[src/hdl/mcfsq_pkg.sv]
// Package with types, codes and constants of the multi-camera frame sync queue.
package mcfsq_pkg;

  localparam int CHANNELS_C = 4;
  localparam int SLOTS_PER_CHANNEL_C = 8;
  localparam int MAX_ITEMS_C = 8;

  // Request codes.
  localparam logic [2:0] REQ_PUSH    = 3'd0;
  localparam logic [2:0] REQ_RECLAIM = 3'd1;
  localparam logic [2:0] REQ_TAKE    = 3'd2;
  localparam logic [2:0] REQ_RELEASE = 3'd3;
  localparam logic [2:0] REQ_CLEAR   = 3'd4;

  // Status codes.
  localparam logic [2:0] ST_OK         = 3'd0;
  localparam logic [2:0] ST_DISABLED   = 3'd1;
  localparam logic [2:0] ST_FULL       = 3'd2;
  localparam logic [2:0] ST_OCCUPIED   = 3'd3;
  localparam logic [2:0] ST_NO_FREE    = 3'd4;
  localparam logic [2:0] ST_NOT_SYNCED = 3'd5;
  localparam logic [2:0] ST_LOCK_HELD  = 3'd6;

  // Configuration register indexes.
  localparam logic CFG_TOLERANCE = 1'b0;
  localparam logic CFG_ENABLE    = 1'b1;

  typedef struct packed {
    logic [2:0]  req_type;
    logic [1:0]  channel;
    logic [31:0] capture_time_ms;
    logic [31:0] buffer_handle;
    logic        force_release;
  } req_t;

  typedef struct packed {
    logic [2:0]  status;
    logic [1:0]  out_channel;
    logic [2:0]  slot;
    logic [31:0] frame_seq;
    logic [31:0] out_capture_time_ms;
    logic [31:0] out_buffer_handle;
    logic        set_complete;
    logic        last;
  } rsp_t;

  typedef enum logic [4:0] {
    S_IDLE,
    S_DISPATCH,
    S_PUSH_CHK,
    S_PUSH_WR,
    S_ADV,
    S_SRCH_INIT,
    S_SRCH_RD,
    S_SRCH_CMP,
    S_SRCH_NEXT,
    S_COMMIT_CH,
    S_COMMIT_RET,
    S_RECL,
    S_TAKE_CHK,
    S_TAKE_CH,
    S_RPT_RD,
    S_RPT_EMIT,
    S_OUT_WAIT
  } state_t;

endpackage

[src/hdl/mcfsq_store.sv]
// Frame data store: sequence, timestamp and handle per slot, one port each way.
module mcfsq_store
  import mcfsq_pkg::*;
#(
  parameter int ADDR_W = 5
) (
  input  logic              clk,
  input  logic              wr_en,
  input  logic [ADDR_W-1:0] wr_addr,
  input  logic [95:0]       wr_data,
  input  logic [ADDR_W-1:0] rd_addr,
  output logic [95:0]       rd_data
);

  logic [95:0] mem [2**ADDR_W];

  // One write and one registered read per cycle.
  always_ff @(posedge clk) begin
    if (wr_en) begin
      mem[wr_addr] <= wr_data;
    end
    rd_data <= mem[rd_addr];
  end

endmodule

[config.mk]
export PLATFORM = sky130hd
export DESIGN_NAME = mcfsq_store
export DESIGN_NICKNAME = d
export VERILOG_FILES = /design/src/hdl/mcfsq_pkg.sv /design/src/hdl/mcfsq_store.sv
export SDC_FILE = /design/constraint.sdc
export NUM_CORES = 2
export LEC_CHECK = 0
export BUFFER_PORTS_ARGS = -buffer_cell sky130_fd_sc_hd__buf_2
export CAP_MARGIN = 20
export CELL_PAD_IN_SITES_DETAIL_PLACEMENT = 0
export CELL_PAD_IN_SITES_GLOBAL_PLACEMENT = 1
export CORE_ASPECT_RATIO = 0.8
export CORE_MARGIN = 5
export CORE_UTILIZATION = 58
export CTS_BUF_LIST = sky130_fd_sc_hd__clkbuf_2
export CTS_CLUSTER_SIZE = 10
export DETAILED_ROUTE_END_ITERATION = 8
export PLACE_DENSITY = 0.93
export SYNTH_ARGS = -nofsm -noshare
export SYNTH_HDL_FRONTEND = slang
export SYNTH_SLANG_ARGS = --single-unit
export TNS_END_PERCENT = 10
[constraint.sdc]
create_clock -name clk -period 7.5 [get_ports clk]
set_input_delay 1.5 -clock clk [delete_from_list [all_inputs] [get_ports clk]]
set_output_delay 1.5 -clock clk [all_outputs]
set_load 0.01 [all_outputs]
# [Word level (Yosys, flattened, before mapping)]
# Memory sizes are Yosys's and may differ from the RTL's. A register that Yosys moved wholly into a read port is not among the register bits.
# Index checks and enable logic that the tools add are counted.
[classes] muxes=2
[op_table] operator="two-way mux 1 bit" n=2
[word_totals] register_bits=0 ram_bits=3072 input_bits=108 output_inout_bits=96 mem_count=1
[memory_table] memory="mem" depth=32 width=96 read_ports=1 rd_ports_with_merged_regs=1 write_ports=1 line_no="mcfsq_store.sv:15" rtl="logic [95:0] mem [2**ADDR_W];"

# [Logic depth before layout (Yosys ltp)]
[logic_depth] ltp_word=2 depth_mapped=9 ltp_nobuf=4

# [Worst setup path before layout]
# OpenSTA, ideal clock, no wires.
[synth_timing] path_type="input -> register" from="input wr_addr[1]" to="memory mem[12][0] (enable)" t_arrival_ns=6.159 required_time_ns=6.948 path_slack_ns=0.790 path_stages=3 path_buffers=1 path_cell_list="or3b_2 > clkbuf_1 > nor2_1"
[synth_lines] element="start, declared" line_no="mcfsq_store.sv:9" rtl="input logic [ADDR_W-1:0] wr_addr,"
[synth_lines] element="end, declared" line_no="mcfsq_store.sv:15"
# No word-level cell before the write port.

# [Final worst setup path]
[layout_timing] from="register rd_data[17], read port of mem" to="output rd_data[17]"
[layout_lines] element="start, declared" line_no="mcfsq_store.sv:12" rtl="output logic [95:0] rd_data"
# No word-level cell between the ends.

==> impl_metrics.env <==
export IMPL_crit_fanout=1
export IMPL_overflow=0
export IMPL_cpPeakStageDelay_ps=490
export IMPL_cap_viol_max_count=0
export IMPL_clock_fmax_ghz=0.243
export IMPL_dpl_worst_slack_ps=2940
export IMPL_cp_data_required_time_ps=6000
export IMPL_relSlewSlack_pct=18.4
export IMPL_hold_viol=0
export IMPL_ys_ff_latch=3168
export IMPL_gp_congestion=0.758
export IMPL_r2r_slack_ps=5840
export IMPL_dieArea_um2=214000
export IMPL_p_leak_nw=44.2
export IMPL_clock_sinks=3168
export IMPL_crit_slowest_cell="dfxtp_1"
export IMPL_first_global_vias=64297
export IMPL_syn_nets=5712
export IMPL_synth_edf_count=3072
export IMPL_core_um2=203000
export IMPL_setup_viol=0
export IMPL_worstPathCellList="buf_2"
export IMPL_cts_max_path_buffers=4
export IMPL_boundaryPins=204
export IMPL_worst_slack_ps=3390
export IMPL_final_util_pct=64.2
export IMPL_ys_seq_area_share_pct=79.4
export IMPL_rr_startpoint="mem[14][58]"
export IMPL_ys_async_sr_fraction_pct=0
export IMPL_cts_root_buf="clkbuf_2"
export IMPL_synth_flop_cell="edfxtp_1"
export IMPL_ctsResizeCount=0
export IMPL_placementRows=148
export IMPL_post_route_cell_area_um2=131000
export IMPL_grt_max_degree=122
export IMPL_power_density_nw_per_um2=247
export IMPL_die_x_um=515
export IMPL_via_per_inst=6.55
export IMPL_synthToLayoutAreaGrowth_pct=10.1
export IMPL_cp_arrival_ps=2610
export IMPL_status="complete, no violations"
export IMPL_hold_class="input port to flip-flop"
export IMPL_worst_setup_path_type="flip-flop to output port"
export IMPL_worstRegToRegCells=4
export IMPL_cts_setup_buffers=0
export IMPL_vdd_drop_max_uv=200
export IMPL_antenna_found_initial=27
export IMPL_startpoint="rd_data[17]"
export IMPL_vias=63652
export IMPL_fin_crit_ps=4110
export IMPL_drtIter0Drc=10649
export IMPL_path_delay_family="flip-flops"
export IMPL_setup_tns_final_ps=0
export IMPL_finalWirelength_mm=301
export IMPL_worstReg2RegEnd="rd_data[58]"
export IMPL_cts_tree="yes"
export IMPL_insertion_delay_ps=1870
export IMPL_numCtsBuffers=729
export IMPL_place_hpwl_mm=139
export IMPL_drive_above_1_share_pct=27.5
export IMPL_crit_cells=1
export IMPL_drc_errors=0
export IMPL_cp_end_kind="output port"
export IMPL_start_kind="flip-flop"
export IMPL_synth_distinct_cells=30
export IMPL_crit_buf_inv=1
export IMPL_initial_core_util_pct=58.3
export IMPL_place_port_buffers=203
export IMPL_syn_area_um2=119000
export IMPL_first_pass_iters=6
export IMPL_grt_total_usage_pct=27.9
export IMPL_num_nets_final=6516
export IMPL_placed_cell_area_um2=123000
export IMPL_period_share_pct=54.8
export IMPL_path_clk_slew_ps=120
export IMPL_yosys_warnings=0
export IMPL_die_h_um=414
export IMPL_finalClockSkew_ps=156
export IMPL_synth_area_per_cell_um2=21.2
export IMPL_crit_path_end="rd_data[17]"
export IMPL_grt_pass1_wl_mm=432
export IMPL_worst_slew_pin_slew_ps=1220
export IMPL_syn_inst=5604
export IMPL_routedWlPerCell_um=31.0
export IMPL_htreeDepth=6
export IMPL_antenna_left=0
export IMPL_finalMaxSlewViolations=0
export IMPL_rsz0062_at_grt="false"
export IMPL_fillerInstances=12867
## flip-flops by register name, summed over array words and instances (netlist names)
name,count
mem,3072
rd_data,96
## cell families (layout without fill, tap and decap cells)
family	count (synthesis)	count (layout)	synth area share, %
flip-flops	3168	3168	79.4
other	0	25	0
buffers and inverters	319	1701	1.36
multiplexers	1152	1152	13.8
AND/OR/NAND/NOR	338	338	1.47
AO/OA/AOI/OAI	627	627	3.96
## power by group
part	switching, mW	internal (mW)
logic	1.10	0.607
registers	0.137	19.7
clock network	6.49	4.31
## worst min-delay path by stage
stage	start	end	slack, ps	depth (start not counted)
2_1_floorplan	mem[20][20]	rd_data[20]	550	4
3_3_place_gp	mem[20][9]	rd_data[9]	590	4
3_5_place_dp	mem[20][9]	rd_data[9]	600	4
4_1_cts	wr_data[5]	mem[10][5]	4	1
5_1_grt	wr_data[23]	mem[5][23]	10	1
6_report	wr_data[53]	mem[4][53]	170	1
## synthesized netlist by cell type (20+ instances only)
master	count	area, µm²
edfxtp_1	3072	92200
mux2i_1	768	7690
a22oi_1	511	3840
mux4_2	384	8650
nand3_1	194	971
clkbuf_1	139	522
buf_2	111	556
dfxtp_1	96	1920
a22o_1	51	447
a31oi_1	51	319
nand4_1	45	282
nor2_1	45	169
buf_4	33	248
buf_6	20	225
## layout by cell type (no fill, tap or decap), types with 4 or more instances in the layout
master | Yosys | final
edfxtp_1 | 3072 | 3072
clkbuf_2 | 0 | 1131
mux2i_1 | 768 | 768
a22oi_1 | 511 | 511
mux4_2 | 384 | 384
buf_2 | 111 | 200
nand3_1 | 194 | 194
clkinv_1 | 0 | 134
dfxtp_1 | 96 | 96
dlygate4sd3_1 | 0 | 90
buf_4 | 33 | 57
a22o_1 | 51 | 51
a31oi_1 | 51 | 51
nand4_1 | 45 | 45
buf_12 | 0 | 40
nor2_4 | 0 | 39
diode_2 | 0 | 25
clkinv_2 | 0 | 19
nand2_1 | 12 | 12
inv_2 | 0 | 12
bufinv_16 | 0 | 10
a21oi_1 | 9 | 9
nor2b_4 | 0 | 7
and2_1 | 10 | 7
nor2b_1 | 15 | 6
a32oi_1 | 5 | 5
nand3b_1 | 5 | 5
nor2_1 | 45 | 4
## stage by stage
| stage | hold WS (ps) | power, mW | std cells |
|---|---|---|---|
| 5_1_grt | 13.8 | 33.5 | 9705 |
| 3_5_place_dp | 596 | 21.8 | 8285 |
| 2_1_floorplan | 549 | 21.1 | 5604 |
| 6_report | 172 | 32.3 | 9711 |
| 4_1_cts | 3.99 | 32.4 | 9684 |
| 3_3_place_gp | 589 | 21.8 | 8284 |
## timing repair
item | CTS | global route
endpoints found under the hold margin | 2125 | 0
setup endpoints to repair | 0 | 0
hold buffers | 90 | 0
## layout make-up
| type | instances | area [µm²] | area share [%] |
|---|---|---|---|
| tap | 2700 | 3380 | 2.59 |
| sequential | 3168 | 94200 | 72.1 |
| inverter | 1 | 3.75 | 0.00287 |
| multi-input combinational | 2117 | 23100 | 17.7 |
| clock inverter | 178 | 966 | 0.740 |
| timing repair buffer | 391 | 3180 | 2.44 |
| antenna | 25 | 62.6 | 0.0479 |
| clock buffer | 1131 | 5660 | 4.34 |
## per-layer routing
layer  GRT usage, %  up-vias  share of wire, %
met1           39.1    31956                35
met2           43.0     5347                47
met5              0        -             0.023
li1               -    25598                 -
met4           9.98       10               3.7
met3           7.50      741                15
Power figures use the tool's default switching activity.
